--- src/tws_pkg.sv ---
// Shared types and constants for the timing wheel scheduler.
// No dependencies; the other files that use it refer to it by scoped names.
`default_nettype none

package tws_pkg;

    localparam int INTERVAL_W  = 24;  // interval field, also rotation width
    localparam int TID_W       = 4;
    localparam int NUM_W       = 4;   // timer_number field
    localparam int MODE_W      = 2;
    localparam int STATUS_W    = 3;
    localparam int OFS_FIELD_W = 7;   // holds a slot offset of up to 127
    localparam int MAX_RESULTS = 16;  // expiry words reported per tick
    localparam int RES_CNT_W   = 5;   // counts up to MAX_RESULTS

    localparam logic [MODE_W-1:0] MODE_TICK   = 2'd0;
    localparam logic [MODE_W-1:0] MODE_ADD    = 2'd1;
    localparam logic [MODE_W-1:0] MODE_DELETE = 2'd2;

    typedef enum logic [STATUS_W-1:0] {
        ST_ADDED     = 3'd0,
        ST_REJECTED  = 3'd1,
        ST_FULL      = 3'd2,
        ST_EXPIRED   = 3'd3,
        ST_DELETED   = 3'd4,
        ST_NOT_FOUND = 3'd5
    } t_status;

    typedef enum logic [1:0] {
        OP_TICK   = 2'd0,
        OP_ADD    = 2'd1,
        OP_DELETE = 2'd2,
        OP_REJECT = 2'd3
    } t_op;

    // Classified command handed from the front end to the back end.
    typedef struct packed {
        t_op                    op;
        logic [INTERVAL_W-1:0]  rot;     // (interval-1) / slots
        logic [OFS_FIELD_W-1:0] offset;  // (interval-1) % slots + 1
        logic                   rep;
        logic [TID_W-1:0]       tid;
    } t_cmd;

endpackage

`default_nettype wire

--- src/tws_ram.sv ---
// Generic single-write, single-read RAM with registered read data.
// No dependencies.
`default_nettype none

module tws_ram #(
    parameter int WIDTH = 8,
    parameter int DEPTH = 16
) (
    input  wire logic                                  i_clk,
    input  wire logic                                  i_we,
    input  wire logic [(DEPTH > 1 ? $clog2(DEPTH) : 1)-1:0] i_waddr,
    input  wire logic [WIDTH-1:0]                      i_wdata,
    input  wire logic                                  i_re,
    input  wire logic [(DEPTH > 1 ? $clog2(DEPTH) : 1)-1:0] i_raddr,
    output logic      [WIDTH-1:0]                      o_rdata
);

    logic [WIDTH-1:0] r_mem [DEPTH];

    always_ff @(posedge i_clk) begin
        if (i_we) begin
            r_mem[i_waddr] <= i_wdata;
        end
        if (i_re) begin
            o_rdata <= r_mem[i_raddr];
        end
    end

endmodule

`default_nettype wire

--- src/tws_fifo.sv ---
// Two-deep command queue between the front and back ends.
// No dependencies.
`default_nettype none

module tws_fifo #(
    parameter int WIDTH = 8
) (
    input  wire logic             i_clk,
    input  wire logic             i_rst_n,
    input  wire logic             i_wr_valid,
    output logic                  o_wr_ready,
    input  wire logic [WIDTH-1:0] i_wr_data,
    output logic                  o_rd_valid,
    input  wire logic             i_rd_ready,
    output logic      [WIDTH-1:0] o_rd_data
);

    logic [WIDTH-1:0] r_mem [2];
    logic             r_wp;
    logic             r_rp;
    logic [1:0]       r_cnt;
    logic             wr_en;
    logic             rd_en;

    assign o_wr_ready = (r_cnt != 2'd2);
    assign o_rd_valid = (r_cnt != 2'd0);
    assign o_rd_data  = r_mem[r_rp];
    assign wr_en      = i_wr_valid && o_wr_ready;
    assign rd_en      = o_rd_valid && i_rd_ready;

    always_ff @(posedge i_clk) begin
        if (!i_rst_n) begin
            r_wp  <= 1'b0;
            r_rp  <= 1'b0;
            r_cnt <= 2'd0;
        end else begin
            if (wr_en) begin
                r_wp <= ~r_wp;
            end
            if (rd_en) begin
                r_rp <= ~r_rp;
            end
            if (wr_en && !rd_en) begin
                r_cnt <= r_cnt + 2'd1;
            end else if (rd_en && !wr_en) begin
                r_cnt <= r_cnt - 2'd1;
            end
        end
        if (wr_en) begin
            r_mem[r_wp] <= i_wr_data;
        end
    end

endmodule

`default_nettype wire

--- src/tws_front.sv ---
// Front end: accepts input words, classifies them and works out the
// rotation and slot offset of an add by a reciprocal multiply. Uses tws_pkg.
`default_nettype none

module tws_front #(
    parameter int WHEEL_SLOTS = 60
) (
    input  wire logic                             i_clk,
    input  wire logic                             i_rst_n,
    input  wire logic                             i_s_axis_tvalid,
    output logic                                  o_s_axis_tready,
    input  wire logic [31:0]                      i_s_axis_tdata,
    input  wire logic [tws_pkg::MODE_W-1:0]       i_s_axis_tuser,
    output logic                                  o_cmd_valid,
    input  wire logic                             i_cmd_ready,
    output tws_pkg::t_cmd                         o_cmd
);

    localparam int REM_W  = $clog2(WHEEL_SLOTS);
    // ceil(2^SHIFT / slots) gives the exact quotient of any 24-bit dividend
    localparam int SHIFT  = tws_pkg::INTERVAL_W + $clog2(WHEEL_SLOTS);
    localparam int PROD_W = 2 * tws_pkg::INTERVAL_W + 1;
    localparam longint unsigned RECIP =
        ((64'd1 << SHIFT) + 64'(WHEEL_SLOTS) - 64'd1) / 64'(WHEEL_SLOTS);

    typedef enum logic [1:0] {
        F_IDLE,
        F_MUL,
        F_REM,
        F_PUSH
    } t_fstate;

    t_fstate                                r_state;
    tws_pkg::t_op                           r_op;
    logic [tws_pkg::INTERVAL_W-1:0]         r_x;
    logic [tws_pkg::INTERVAL_W-1:0]         r_quo;
    logic [REM_W-1:0]                       r_rem;
    logic                                   r_rep;
    logic [tws_pkg::TID_W-1:0]              r_tid;

    logic                                   accept;
    logic [tws_pkg::INTERVAL_W-1:0]         in_ivl;
    logic [PROD_W-1:0]                      prod;
    logic [tws_pkg::INTERVAL_W-1:0]         quo;
    logic [tws_pkg::INTERVAL_W-1:0]         rem_full;

    assign o_s_axis_tready = (r_state == F_IDLE);
    assign accept          = i_s_axis_tvalid && o_s_axis_tready;
    assign in_ivl          = i_s_axis_tdata[tws_pkg::INTERVAL_W-1:0];

    // quotient registered in F_MUL, remainder from it in F_REM
    assign prod     = PROD_W'(r_x) * PROD_W'(RECIP);
    assign quo      = tws_pkg::INTERVAL_W'(prod >> SHIFT);
    assign rem_full = r_x - r_quo * tws_pkg::INTERVAL_W'(WHEEL_SLOTS);

    assign o_cmd_valid   = (r_state == F_PUSH);
    assign o_cmd.op      = r_op;
    assign o_cmd.rot     = r_quo;
    assign o_cmd.offset  = tws_pkg::OFS_FIELD_W'(r_rem) + tws_pkg::OFS_FIELD_W'(1);
    assign o_cmd.rep     = r_rep;
    assign o_cmd.tid     = r_tid;

    always_ff @(posedge i_clk) begin
        if (!i_rst_n) begin
            r_state <= F_IDLE;
        end else begin
            unique case (r_state)
                F_IDLE: begin
                    if (accept) begin
                        r_rep <= i_s_axis_tdata[tws_pkg::INTERVAL_W];
                        r_tid <= i_s_axis_tdata[tws_pkg::INTERVAL_W+tws_pkg::TID_W:
                                                tws_pkg::INTERVAL_W+1];
                        r_x   <= in_ivl - tws_pkg::INTERVAL_W'(1);
                        priority if (i_s_axis_tuser == tws_pkg::MODE_TICK) begin
                            r_op    <= tws_pkg::OP_TICK;
                            r_state <= F_PUSH;
                        end else if (i_s_axis_tuser == tws_pkg::MODE_ADD) begin
                            if (in_ivl == '0) begin
                                r_op    <= tws_pkg::OP_REJECT;
                                r_state <= F_PUSH;
                            end else begin
                                r_op    <= tws_pkg::OP_ADD;
                                r_state <= F_MUL;
                            end
                        end else if (i_s_axis_tuser == tws_pkg::MODE_DELETE) begin
                            r_op    <= tws_pkg::OP_DELETE;
                            r_state <= F_PUSH;
                        end else begin
                            r_state <= F_IDLE;  // unused mode: dropped
                        end
                    end
                end
                F_MUL: begin
                    r_quo   <= quo;
                    r_state <= F_REM;
                end
                F_REM: begin
                    r_rem   <= REM_W'(rem_full);
                    r_state <= F_PUSH;
                end
                F_PUSH: begin
                    if (i_cmd_ready) begin
                        r_state <= F_IDLE;
                    end
                end
                default: begin
                    r_state <= F_IDLE;
                end
            endcase
        end
    end

endmodule

`default_nettype wire

--- src/tws_back.sv ---
// Back end: owns the timer table (valid flags plus entry RAM) and the
// current slot, executes commands and drives the result register.
// Uses tws_pkg and tws_ram.
`default_nettype none

module tws_back #(
    parameter int WHEEL_SLOTS   = 60,
    parameter int TIMER_ENTRIES = 16
) (
    input  wire logic                           i_clk,
    input  wire logic                           i_rst_n,
    input  wire logic                           i_cmd_valid,
    output logic                                o_cmd_ready,
    input  wire tws_pkg::t_cmd                  i_cmd,
    output logic                                o_m_axis_tvalid,
    input  wire logic                           i_m_axis_tready,
    output logic [7:0]                          o_m_axis_tdata,
    output logic [tws_pkg::STATUS_W-1:0]        o_m_axis_tuser,
    output logic                                o_m_axis_tlast
);

    localparam int SLOT_W = $clog2(WHEEL_SLOTS);
    localparam int OFS_W  = $clog2(WHEEL_SLOTS + 1);
    localparam int IDX_W  = (TIMER_ENTRIES > 1) ? $clog2(TIMER_ENTRIES) : 1;
    localparam int CNT_W  = $clog2(TIMER_ENTRIES + 1);
    localparam int ROT_W  = tws_pkg::INTERVAL_W;

    typedef struct packed {
        logic [SLOT_W-1:0] slot;
        logic [ROT_W-1:0]  rot;
        logic [ROT_W-1:0]  reload;
        logic [OFS_W-1:0]  offset;
        logic              rep;
    } t_entry;

    localparam int ENT_W = $bits(t_entry);

    typedef enum logic [2:0] {
        B_IDLE,
        B_SCAN,
        B_WALK,
        B_FLUSH,
        B_EMIT
    } t_bstate;

    function automatic logic [SLOT_W-1:0] slot_after(input logic [SLOT_W-1:0] cur,
                                                     input logic [OFS_W-1:0]  ofs);
        logic [OFS_W:0] sum;
        sum = (OFS_W+1)'(cur) + (OFS_W+1)'(ofs);
        if (sum >= (OFS_W+1)'(WHEEL_SLOTS)) begin
            sum = sum - (OFS_W+1)'(WHEEL_SLOTS);
        end
        return SLOT_W'(sum);
    endfunction

    t_bstate                         r_state, n_state;
    logic [TIMER_ENTRIES-1:0]        r_valid, n_valid;
    logic [SLOT_W-1:0]               r_cur, n_cur;
    tws_pkg::t_cmd                   r_cmd, n_cmd;
    logic [IDX_W-1:0]                r_idx, n_idx;
    logic [CNT_W-1:0]                r_rd_idx, n_rd_idx;
    logic [IDX_W-1:0]                r_pidx, n_pidx;
    logic                            r_pv, n_pv;
    logic [tws_pkg::RES_CNT_W-1:0]   r_nres, n_nres;
    logic                            r_pend_valid, n_pend_valid;
    logic [tws_pkg::NUM_W-1:0]       r_pend_num, n_pend_num;
    tws_pkg::t_status                r_res_status, n_res_status;
    logic [tws_pkg::NUM_W-1:0]       r_res_num, n_res_num;
    logic                            r_out_valid, n_out_valid;
    tws_pkg::t_status                r_out_status, n_out_status;
    logic [tws_pkg::NUM_W-1:0]       r_out_num, n_out_num;
    logic                            r_out_last, n_out_last;

    logic                            ram_we;
    logic [IDX_W-1:0]                ram_waddr;
    t_entry                          ram_wdata;
    logic                            ram_re;
    logic [IDX_W-1:0]                ram_raddr;
    logic [ENT_W-1:0]                ram_rdata;
    t_entry                          ent;

    logic                            out_free;
    logic                            hit;
    logic                            expire;
    logic                            report;
    logic                            stall;
    logic [IDX_W-1:0]                del_idx;
    logic                            del_hit;

    tws_ram #(
        .WIDTH (ENT_W),
        .DEPTH (TIMER_ENTRIES)
    ) u_ram (
        .i_clk   (i_clk),
        .i_we    (ram_we),
        .i_waddr (ram_waddr),
        .i_wdata (ram_wdata),
        .i_re    (ram_re),
        .i_raddr (ram_raddr),
        .o_rdata (ram_rdata)
    );

    assign ent      = t_entry'(ram_rdata);
    assign out_free = !r_out_valid || i_m_axis_tready;

    // walk: the RAM word of entry r_pidx is on ram_rdata this cycle
    assign hit    = r_pv && r_valid[r_pidx] && (ent.slot == r_cur);
    assign expire = hit && (ent.rot == '0);
    assign report = expire && (r_nres < tws_pkg::RES_CNT_W'(tws_pkg::MAX_RESULTS));
    assign stall  = (r_state == B_WALK) && report && r_pend_valid && !out_free;

    assign del_idx = IDX_W'(i_cmd.tid);
    assign del_hit = (8'(i_cmd.tid) < 8'(TIMER_ENTRIES)) && r_valid[del_idx];

    assign o_cmd_ready     = (r_state == B_IDLE);
    assign o_m_axis_tvalid = r_out_valid;
    assign o_m_axis_tdata  = 8'(r_out_num);
    assign o_m_axis_tuser  = r_out_status;
    assign o_m_axis_tlast  = r_out_last;

    always_comb begin
        n_state      = r_state;
        n_valid      = r_valid;
        n_cur        = r_cur;
        n_cmd        = r_cmd;
        n_idx        = r_idx;
        n_rd_idx     = r_rd_idx;
        n_pidx       = r_pidx;
        n_pv         = r_pv;
        n_nres       = r_nres;
        n_pend_valid = r_pend_valid;
        n_pend_num   = r_pend_num;
        n_res_status = r_res_status;
        n_res_num    = r_res_num;
        n_out_valid  = r_out_valid && !i_m_axis_tready;
        n_out_status = r_out_status;
        n_out_num    = r_out_num;
        n_out_last   = r_out_last;
        ram_we       = 1'b0;
        ram_waddr    = r_pidx;
        ram_wdata    = ent;
        ram_re       = 1'b0;
        ram_raddr    = IDX_W'(r_rd_idx);

        unique case (r_state)
            B_IDLE: begin
                if (i_cmd_valid) begin
                    n_cmd = i_cmd;
                    unique case (i_cmd.op)
                        tws_pkg::OP_TICK: begin
                            n_cur        = (r_cur == SLOT_W'(WHEEL_SLOTS - 1)) ?
                                           '0 : r_cur + SLOT_W'(1);
                            n_rd_idx     = '0;
                            n_pv         = 1'b0;
                            n_nres       = '0;
                            n_pend_valid = 1'b0;
                            n_state      = B_WALK;
                        end
                        tws_pkg::OP_ADD: begin
                            n_idx   = '0;
                            n_state = B_SCAN;
                        end
                        tws_pkg::OP_DELETE: begin
                            n_res_num = i_cmd.tid;
                            if (del_hit) begin
                                n_valid[del_idx] = 1'b0;
                                n_res_status     = tws_pkg::ST_DELETED;
                            end else begin
                                n_res_status     = tws_pkg::ST_NOT_FOUND;
                            end
                            n_state = B_EMIT;
                        end
                        tws_pkg::OP_REJECT: begin
                            n_res_status = tws_pkg::ST_REJECTED;
                            n_res_num    = '0;
                            n_state      = B_EMIT;
                        end
                        default: begin
                            n_state = B_IDLE;
                        end
                    endcase
                end
            end
            B_SCAN: begin
                // lowest free entry, one flag per cycle
                if (!r_valid[r_idx]) begin
                    ram_we           = 1'b1;
                    ram_waddr        = r_idx;
                    ram_wdata.slot   = slot_after(r_cur, OFS_W'(r_cmd.offset));
                    ram_wdata.rot    = r_cmd.rot;
                    ram_wdata.reload = r_cmd.rot;
                    ram_wdata.offset = OFS_W'(r_cmd.offset);
                    ram_wdata.rep    = r_cmd.rep;
                    n_valid[r_idx]   = 1'b1;
                    n_res_status     = tws_pkg::ST_ADDED;
                    n_res_num        = tws_pkg::NUM_W'(r_idx);
                    n_state          = B_EMIT;
                end else if (r_idx == IDX_W'(TIMER_ENTRIES - 1)) begin
                    n_res_status = tws_pkg::ST_FULL;
                    n_res_num    = '0;
                    n_state      = B_EMIT;
                end else begin
                    n_idx = r_idx + IDX_W'(1);
                end
            end
            B_WALK: begin
                if (!stall) begin
                    if (hit && !expire) begin
                        ram_we        = 1'b1;
                        ram_wdata.rot = ent.rot - ROT_W'(1);
                    end
                    if (expire) begin
                        if (ent.rep) begin
                            ram_we         = 1'b1;
                            ram_wdata.slot = slot_after(r_cur, ent.offset);
                            ram_wdata.rot  = ent.reload;
                        end else begin
                            n_valid[r_pidx] = 1'b0;
                        end
                    end
                    // an expiry is held back one step so its last flag is known
                    if (report) begin
                        if (r_pend_valid) begin
                            n_out_valid  = 1'b1;
                            n_out_status = tws_pkg::ST_EXPIRED;
                            n_out_num    = r_pend_num;
                            n_out_last   = 1'b0;
                        end
                        n_pend_valid = 1'b1;
                        n_pend_num   = tws_pkg::NUM_W'(r_pidx);
                        n_nres       = r_nres + tws_pkg::RES_CNT_W'(1);
                    end
                    if (r_rd_idx != CNT_W'(TIMER_ENTRIES)) begin
                        ram_re   = 1'b1;
                        n_pidx   = IDX_W'(r_rd_idx);
                        n_pv     = 1'b1;
                        n_rd_idx = r_rd_idx + CNT_W'(1);
                    end else begin
                        n_pv = 1'b0;
                        if (!r_pv) begin
                            n_state = B_FLUSH;
                        end
                    end
                end
            end
            B_FLUSH: begin
                if (!r_pend_valid) begin
                    n_state = B_IDLE;
                end else if (out_free) begin
                    n_out_valid  = 1'b1;
                    n_out_status = tws_pkg::ST_EXPIRED;
                    n_out_num    = r_pend_num;
                    n_out_last   = 1'b1;
                    n_pend_valid = 1'b0;
                    n_state      = B_IDLE;
                end
            end
            B_EMIT: begin
                if (out_free) begin
                    n_out_valid  = 1'b1;
                    n_out_status = r_res_status;
                    n_out_num    = r_res_num;
                    n_out_last   = 1'b1;
                    n_state      = B_IDLE;
                end
            end
            default: begin
                n_state = B_IDLE;
            end
        endcase
    end

    always_ff @(posedge i_clk) begin
        if (!i_rst_n) begin
            r_state      <= B_IDLE;
            r_valid      <= '0;
            r_cur        <= '0;
            r_pv         <= 1'b0;
            r_pend_valid <= 1'b0;
            r_out_valid  <= 1'b0;
        end else begin
            r_state      <= n_state;
            r_valid      <= n_valid;
            r_cur        <= n_cur;
            r_pv         <= n_pv;
            r_pend_valid <= n_pend_valid;
            r_out_valid  <= n_out_valid;
        end
        r_cmd        <= n_cmd;
        r_idx        <= n_idx;
        r_rd_idx     <= n_rd_idx;
        r_pidx       <= n_pidx;
        r_nres       <= n_nres;
        r_pend_num   <= n_pend_num;
        r_res_status <= n_res_status;
        r_res_num    <= n_res_num;
        r_out_status <= n_out_status;
        r_out_num    <= n_out_num;
        r_out_last   <= n_out_last;
    end

endmodule

`default_nettype wire

--- src/timing_wheel_scheduler_core.sv ---
// Hashed timing wheel scheduler, top level: front end, command queue,
// back end. Uses tws_pkg, tws_front, tws_fifo and tws_back.
//
// Input words carry a mode in tuser (tick, add, delete) and the interval,
// repeat flag and timer id in tdata. Each add, reject or delete gives one
// result word; a tick gives one expiry word per expired timer (at most 16),
// in ascending entry order, tlast on the final one, and none if nothing
// expires. Status travels in tuser, the entry number in tdata.
// An add passes through a reciprocal divide in the front end, then a scan
// of the valid flags, one per cycle; a tick walks the entry RAM one entry
// per cycle while the output is not stalled. The front end takes a new word
// only once the previous command has gone into the queue, and the back end
// takes a new command only once the previous one has finished.
// Reset clears the valid flags, the current slot and all handshakes; the
// entry RAM needs no clearing. When the receiver stalls, results wait in
// the output register and the tick walk pauses; the queue then fills and
// the input side stops.
`default_nettype none

module timing_wheel_scheduler_core #(
    parameter int WHEEL_SLOTS   = 60,
    parameter int TIMER_ENTRIES = 16
) (
    input  wire logic                           i_clk,
    input  wire logic                           i_rst_n,
    input  wire logic                           i_s_axis_tvalid,
    output logic                                o_s_axis_tready,
    input  wire logic [31:0]                    i_s_axis_tdata,  // interval, repeat_req, timer_id
    input  wire logic [tws_pkg::MODE_W-1:0]     i_s_axis_tuser,  // mode
    output logic                                o_m_axis_tvalid,
    input  wire logic                           i_m_axis_tready,
    output logic [7:0]                          o_m_axis_tdata,  // timer_number
    output logic [tws_pkg::STATUS_W-1:0]        o_m_axis_tuser,  // status
    output logic                                o_m_axis_tlast
);

    localparam int CMD_W = $bits(tws_pkg::t_cmd);

    logic          fr_valid;
    logic          fr_ready;
    tws_pkg::t_cmd fr_cmd;
    logic          bk_valid;
    logic          bk_ready;
    logic [CMD_W-1:0] bk_data;

    tws_front #(
        .WHEEL_SLOTS (WHEEL_SLOTS)
    ) u_front (
        .i_clk           (i_clk),
        .i_rst_n         (i_rst_n),
        .i_s_axis_tvalid (i_s_axis_tvalid),
        .o_s_axis_tready (o_s_axis_tready),
        .i_s_axis_tdata  (i_s_axis_tdata),
        .i_s_axis_tuser  (i_s_axis_tuser),
        .o_cmd_valid     (fr_valid),
        .i_cmd_ready     (fr_ready),
        .o_cmd           (fr_cmd)
    );

    tws_fifo #(
        .WIDTH (CMD_W)
    ) u_queue (
        .i_clk      (i_clk),
        .i_rst_n    (i_rst_n),
        .i_wr_valid (fr_valid),
        .o_wr_ready (fr_ready),
        .i_wr_data  (fr_cmd),
        .o_rd_valid (bk_valid),
        .i_rd_ready (bk_ready),
        .o_rd_data  (bk_data)
    );

    tws_back #(
        .WHEEL_SLOTS   (WHEEL_SLOTS),
        .TIMER_ENTRIES (TIMER_ENTRIES)
    ) u_back (
        .i_clk           (i_clk),
        .i_rst_n         (i_rst_n),
        .i_cmd_valid     (bk_valid),
        .o_cmd_ready     (bk_ready),
        .i_cmd           (tws_pkg::t_cmd'(bk_data)),
        .o_m_axis_tvalid (o_m_axis_tvalid),
        .i_m_axis_tready (i_m_axis_tready),
        .o_m_axis_tdata  (o_m_axis_tdata),
        .o_m_axis_tuser  (o_m_axis_tuser),
        .o_m_axis_tlast  (o_m_axis_tlast)
    );

    // a non-zero add occupies the divider, so input closes next cycle
    a_add_busy: assert property (@(posedge i_clk) disable iff (!i_rst_n)
        i_s_axis_tvalid && o_s_axis_tready && i_s_axis_tuser == tws_pkg::MODE_ADD &&
        i_s_axis_tdata[tws_pkg::INTERVAL_W-1:0] != '0 |=> !o_s_axis_tready)
        else $error("front end took a word while dividing");

    // unused modes are dropped without tying up the front end
    a_drop_mode: assert property (@(posedge i_clk) disable iff (!i_rst_n)
        i_s_axis_tvalid && o_s_axis_tready && i_s_axis_tuser != tws_pkg::MODE_TICK &&
        i_s_axis_tuser != tws_pkg::MODE_ADD && i_s_axis_tuser != tws_pkg::MODE_DELETE
        |=> o_s_axis_tready)
        else $error("unused mode stalled the front end");

    // only expiry words can be followed by more words from the same item
    a_single_last: assert property (@(posedge i_clk) disable iff (!i_rst_n)
        o_m_axis_tvalid && o_m_axis_tuser != tws_pkg::ST_EXPIRED |-> o_m_axis_tlast)
        else $error("non-expiry result without tlast");

    // queue handshake into the back end only while it is free to dispatch
    a_queue_pop: assert property (@(posedge i_clk) disable iff (!i_rst_n)
        bk_valid && bk_ready |=> !bk_ready)
        else $error("back end took two commands back to back");

endmodule

`default_nettype wire
--- config.mk ---
export PLATFORM = sky130hd
export DESIGN_NAME = timing_wheel_scheduler_core
export DESIGN_NICKNAME = d
export VERILOG_FILES = /design/src/tws_pkg.sv /design/src/tws_ram.sv /design/src/tws_fifo.sv /design/src/tws_front.sv /design/src/tws_back.sv /design/src/timing_wheel_scheduler_core.sv
export SDC_FILE = /design/constraint.sdc
export NUM_CORES = 2
export LEC_CHECK = 0
export ABC_AREA = 1
export CELL_PAD_IN_SITES_DETAIL_PLACEMENT = 0
export CELL_PAD_IN_SITES_GLOBAL_PLACEMENT = 1
export CORE_ASPECT_RATIO = 0.75
export CORE_UTILIZATION = 30
export CTS_BUF_LIST = sky130_fd_sc_hd__clkbuf_2 sky130_fd_sc_hd__clkbuf_4 sky130_fd_sc_hd__clkbuf_8
export DETAILED_ROUTE_END_ITERATION = 8
export DONT_BUFFER_PORTS = 1
export GPL_TIMING_DRIVEN = 0
export HOLD_SLACK_MARGIN = 0.12
export PLACE_DENSITY_LB_ADDON = 0.05
export SYNTH_ARGS = -nofsm -noshare
export SYNTH_HDL_FRONTEND = slang
export SYNTH_SLANG_ARGS = --single-unit
export TNS_END_PERCENT = 50
--- constraint.sdc ---
create_clock -name i_clk -period 6.54 [get_ports i_clk]
set_input_delay 0.327 -clock i_clk [delete_from_list [all_inputs] [get_ports i_clk]]
set_output_delay 0.327 -clock i_clk [all_outputs]
set_load 0.05 [all_outputs]
==> flow_summary.toml <==
[timing]
fin_worst_hold_slack_ps = 227
slew_headroom_pct = 2.71
max_slew.worst_pin.slew_ps = 1460
min_period_ps = 5990
rsz0062_at_grt = "false"
endpoints_failing_setup = 0
setup_tns_ps = 0
layout_worst_path_cycle_share_pct = 91.6
timing.fmax_mhz = 167
final-max-slew-violation-count = 0
finalClockSkew_ps = 65.7
finalHoldViolCount = 0

[setup_path]
setup.worst_path.start = "u_back.r_rd_idx[0]$_SDFFCE_PN0P_"
critPathRequiredTime_ps = 7170
critical_path_cell_by_cell = "clkbuf_1 > clkbuf_1 > clkbuf_1 > clkbuf_1 > nor2_1 > o22ai_1 > nor2_1 > o21ai_0"
critical_path.reg2reg.endpoint = "u_back.u_ram.o_rdata[6]$_DFFE_PP_"
crit_path_frequent_cell = "sky130_fd_sc_hd__clkbuf_1"
critical_path.top_delay_family = "buffers and inverters"
critical_path.reg2reg.startpoint = "u_back.r_rd_idx[0]$_SDFFCE_PN0P_"
flop2flop_setup_slack_ps = 550
max_stage_delay_ps = 1090
critical_path.n_buffers_inverters = 4
crit_fanout = 10
ff2ff_path_depth = 8
worstSetupEndpointType = "flop"
worstSetupStartpointType = "flop"
critical_path.slowest_cell = "sky130_fd_sc_hd__clkbuf_1"
cp_data_arrival_time_ps = 6620
worstSetupPathType = "reg -> reg"

[power_and_ir_drop]
ir_drop_mv = 0.218
share_clk_of_total_power_pct = 21.9
portion_of_total_power_attributed_to_sequential_cells_pct = 34.5
power_leakage_nw = 24.3
share_comb_of_total_power_pct = 43.6
power.net_switching_mw = 14.7
netSwitchingFraction_pct = 45.0
power_report.internal_total_mw = 18.0
cellPowerDensity_mw_per_mm2 = 483

[min_path]
hold_path_end = "u_front.r_x[16]$_DFFE_PP_"
min-delay-start = "i_s_axis_tdata[15]"
whs_path_depth = 3
hold_path_class = "in -> reg"

[floorplanning]
floorplan.io_pins = 52
chipWidth_um = 510
die_height_um = 383
core_footprint_mm2 = 0.192
design.die.area_mm2 = 0.196
std_cell_rows = 139
start_util_pct = 30.3

[clock_network]
htree_levels = 4
post_cts_resize_count = 0
clkLatencyLatePin_ps = 980
tritoncts_clock_tree = "yes"
cts_setup_buffers = 0
clockBufferDepth = 3
clkSlewWorstSetupHoldPaths_ps = 60
clkSinkCount = 1255
cts_made_buffers = 208
cts-root-buf = "sky130_fd_sc_hd__clkbuf_8"

[routing]
number_of_nets_with_antenna_violations_after_routing = 0
detailroute.wirelength.met3_um = 14300
drt_pass1_iterations = 5
maxUsedRoutingLayer = "met4"
count_of_unresolved_drc_violations_after_routing = 0
route.layer.met1.wl_um = 120000
vias_per_cell = 5.14
vias = 41700
first_iter_violations = 4579
detailed_route_wire_length_per_cell_um = 28.6
met2RoutedLength_um = 94000
finalWirelength_um = 232000

[cells_and_area]
final_nets = 5739
areaGrowthSynthToFinish_pct = 16.5
fillers = 19300
layout_common_cells = "1,220 x sky130_fd_sc_hd__edfxtp_1, 775 x sky130_fd_sc_hd__nand2_1, 538 x sky130_fd_sc_hd__nor2_1, 527 x sky130_fd_sc_hd__o21ai_0, 367 x sky130_fd_sc_hd__inv_1"
mostFrequentLayoutCell = "sky130_fd_sc_hd__edfxtp_1"
multi_input_area_mm2 = 0.0186
finish.instance_area_mm2 = 0.0677
post_route_cells_drive_above_1_share_pct = 8.47
seq_area_mm2 = 0.0373

[global_routing]
grt_start_max_net_pins = 28
track_usage_pct = 23.5
grt-ovfl-total = 0
global_route_wire_length_before_repair_um = 320000
antenna_found_initial = 16
via_count_of_the_first_global_routing_pass = 40000

[placed_design]
detailedPlacementHpwl_um = 167000
number_of_buffers_inserted_by_port_buffering = 0
gp_routability_congestion = 0.848
placed_area_mm2 = 0.0628

[synthesis]
synth_area_per_inst_um2 = 11.6
synthCells = 5027
ys_warn_count = 0
postSynthRegisterBits = 1255
synth_seq_area_share_pct = 64.2
mappedNetlistArea_mm2 = 0.0581
netlist-cell-type-count = 51

[outcome]
status = "finished clean"

[run]
max_cap_violations = 0
## worst register-to-register path, cell delays in order, from the launching register on
cell                       delay [ps]
sky130_fd_sc_hd__edfxtp_1         530
sky130_fd_sc_hd__clkbuf_1        1080
sky130_fd_sc_hd__clkbuf_1        1100
sky130_fd_sc_hd__clkbuf_1        1040
sky130_fd_sc_hd__clkbuf_1         660
sky130_fd_sc_hd__nor2_1           120
sky130_fd_sc_hd__o22ai_1          310
sky130_fd_sc_hd__nor2_1            70
sky130_fd_sc_hd__o21ai_0          750
## layout make-up
type                    instances  share of cell area, %
flip-flops and latches       1255                   55.1
multi-input cells            3160                   27.5
clock buffers                 284                   5.12
well taps                    2538                   4.69
repair buffers                132                   2.97
inverters                     376                   2.08
plain buffers                 239                   1.41
clock inverters               101                   1.04
diodes                         12                 0.0444
## flip-flops by register name, indices dropped and copies added, names as in the netlist, 16 cells and up, named ones only
name and count:
u_back.r_cmd 26, u_back.r_valid 16, u_back.u_ram.o_rdata 61, u_back.u_ram.r_mem 976, u_front.r_quo 19, u_front.r_x 24, u_queue.r_mem 64
## synth_stat cells, drive strengths merged
cell     instances  area (um^2)
edfxtp        1220        36600
a21boi           7         52.6
conb             1         3.75
nand3b           2         15.0
and3             1         6.26
nor3            35          175
o31ai            1         7.51
nand2          775         2910
a32o             6         60.1
a21o            10         75.1
o22ai          130          813
dfxtp           35          701
inv            374         1400
o21a             7         52.6
a2111oi          1         8.76
a22oi            1         7.51
a31o             1         8.76
clkbuf         202          758
nor2           566         2140
o221ai         124         1090
a21oi          345         1730
clkinv           2         7.51
o211ai          26          195
ha             252         3150
or3              1         6.26
nor3b            4         35.0
o21bai           7         52.6
nand4           19          119
fa              77         1540
a221oi           3         26.3
o21ai          538         2700
nor4             6         37.5
xor2            63          552
a32oi            1         8.76
xnor2           18          158
a31oi           11         68.8
a211oi           2         15.0
buf             37          189
nand3          105          543
or2             11         68.8
## metrics by stage
step	cells	util [%]	worst slack [ps]	total power [mW]
finish	8097	35.3	547	32.7
global route	8090	35.3	334	34.7
CTS	8084	35.2	472	33.0
detailed placement	7634	32.7	476	25.7
global placement	7568	31.9	-4950	25.6
floorplan	5030	-	1380	19.1
## worst max path at each step
stage | end | cells past startpoint
4_1_cts | u_back.u_ram.o_rdata[6]$_DFFE_PP_ | 8
6_report | u_back.u_ram.o_rdata[6]$_DFFE_PP_ | 8
3_3_place_gp | u_back.u_ram.r_mem[3][4]$_DFFE_PP_ | 12
5_1_grt | u_front.r_quo[15]$_DFFE_PP_ | 20
2_1_floorplan | u_back.u_ram.r_mem[0][0]$_DFFE_PP_ | 12
3_5_place_dp | u_back.u_ram.o_rdata[6]$_DFFE_PP_ | 8
## what timing repair did
action / 4_1_cts / 5_1_grt
hold buffers: 65 / 0
endpoints found under the hold margin: 99 / 0
endpoints found under the setup margin: 0 / 0
## cells by family after synthesis
| family | after synthesis | share of synthesized area, % |
|---|---|---|
| fa+ha+maj | 329 | 8.08 |
| xor+xnor | 81 | 1.22 |
| compound gates | 1221 | 12.0 |
| buf+inv | 615 | 4.06 |
| simple gates | 1525 | 10.4 |
| other cells | 1 | 0.00645 |
| flops | 1255 | 64.2 |
## layer usage
layer / global-route usage (%) / vias to the layer above
li1: - / 18800
met1: 38.0 / 21300
met2: 32.8 / 1331
met3: 3.77 / 216
met4: 3.82 / 0
met5: 0 / -
## power groups by stage
stage | clock network, mW | logic [mW] | registers, mW
after floorplan | 0 | 8.03 | 11.1
after global placement | 0 | 14.1 | 11.5
after global routing | 7.69 | 15.7 | 11.3
after detailed placement | 0 | 14.2 | 11.4
final | 7.18 | 14.3 | 11.3
after CTS | 7.35 | 14.3 | 11.3
Power figures use the tool's default switching activity.
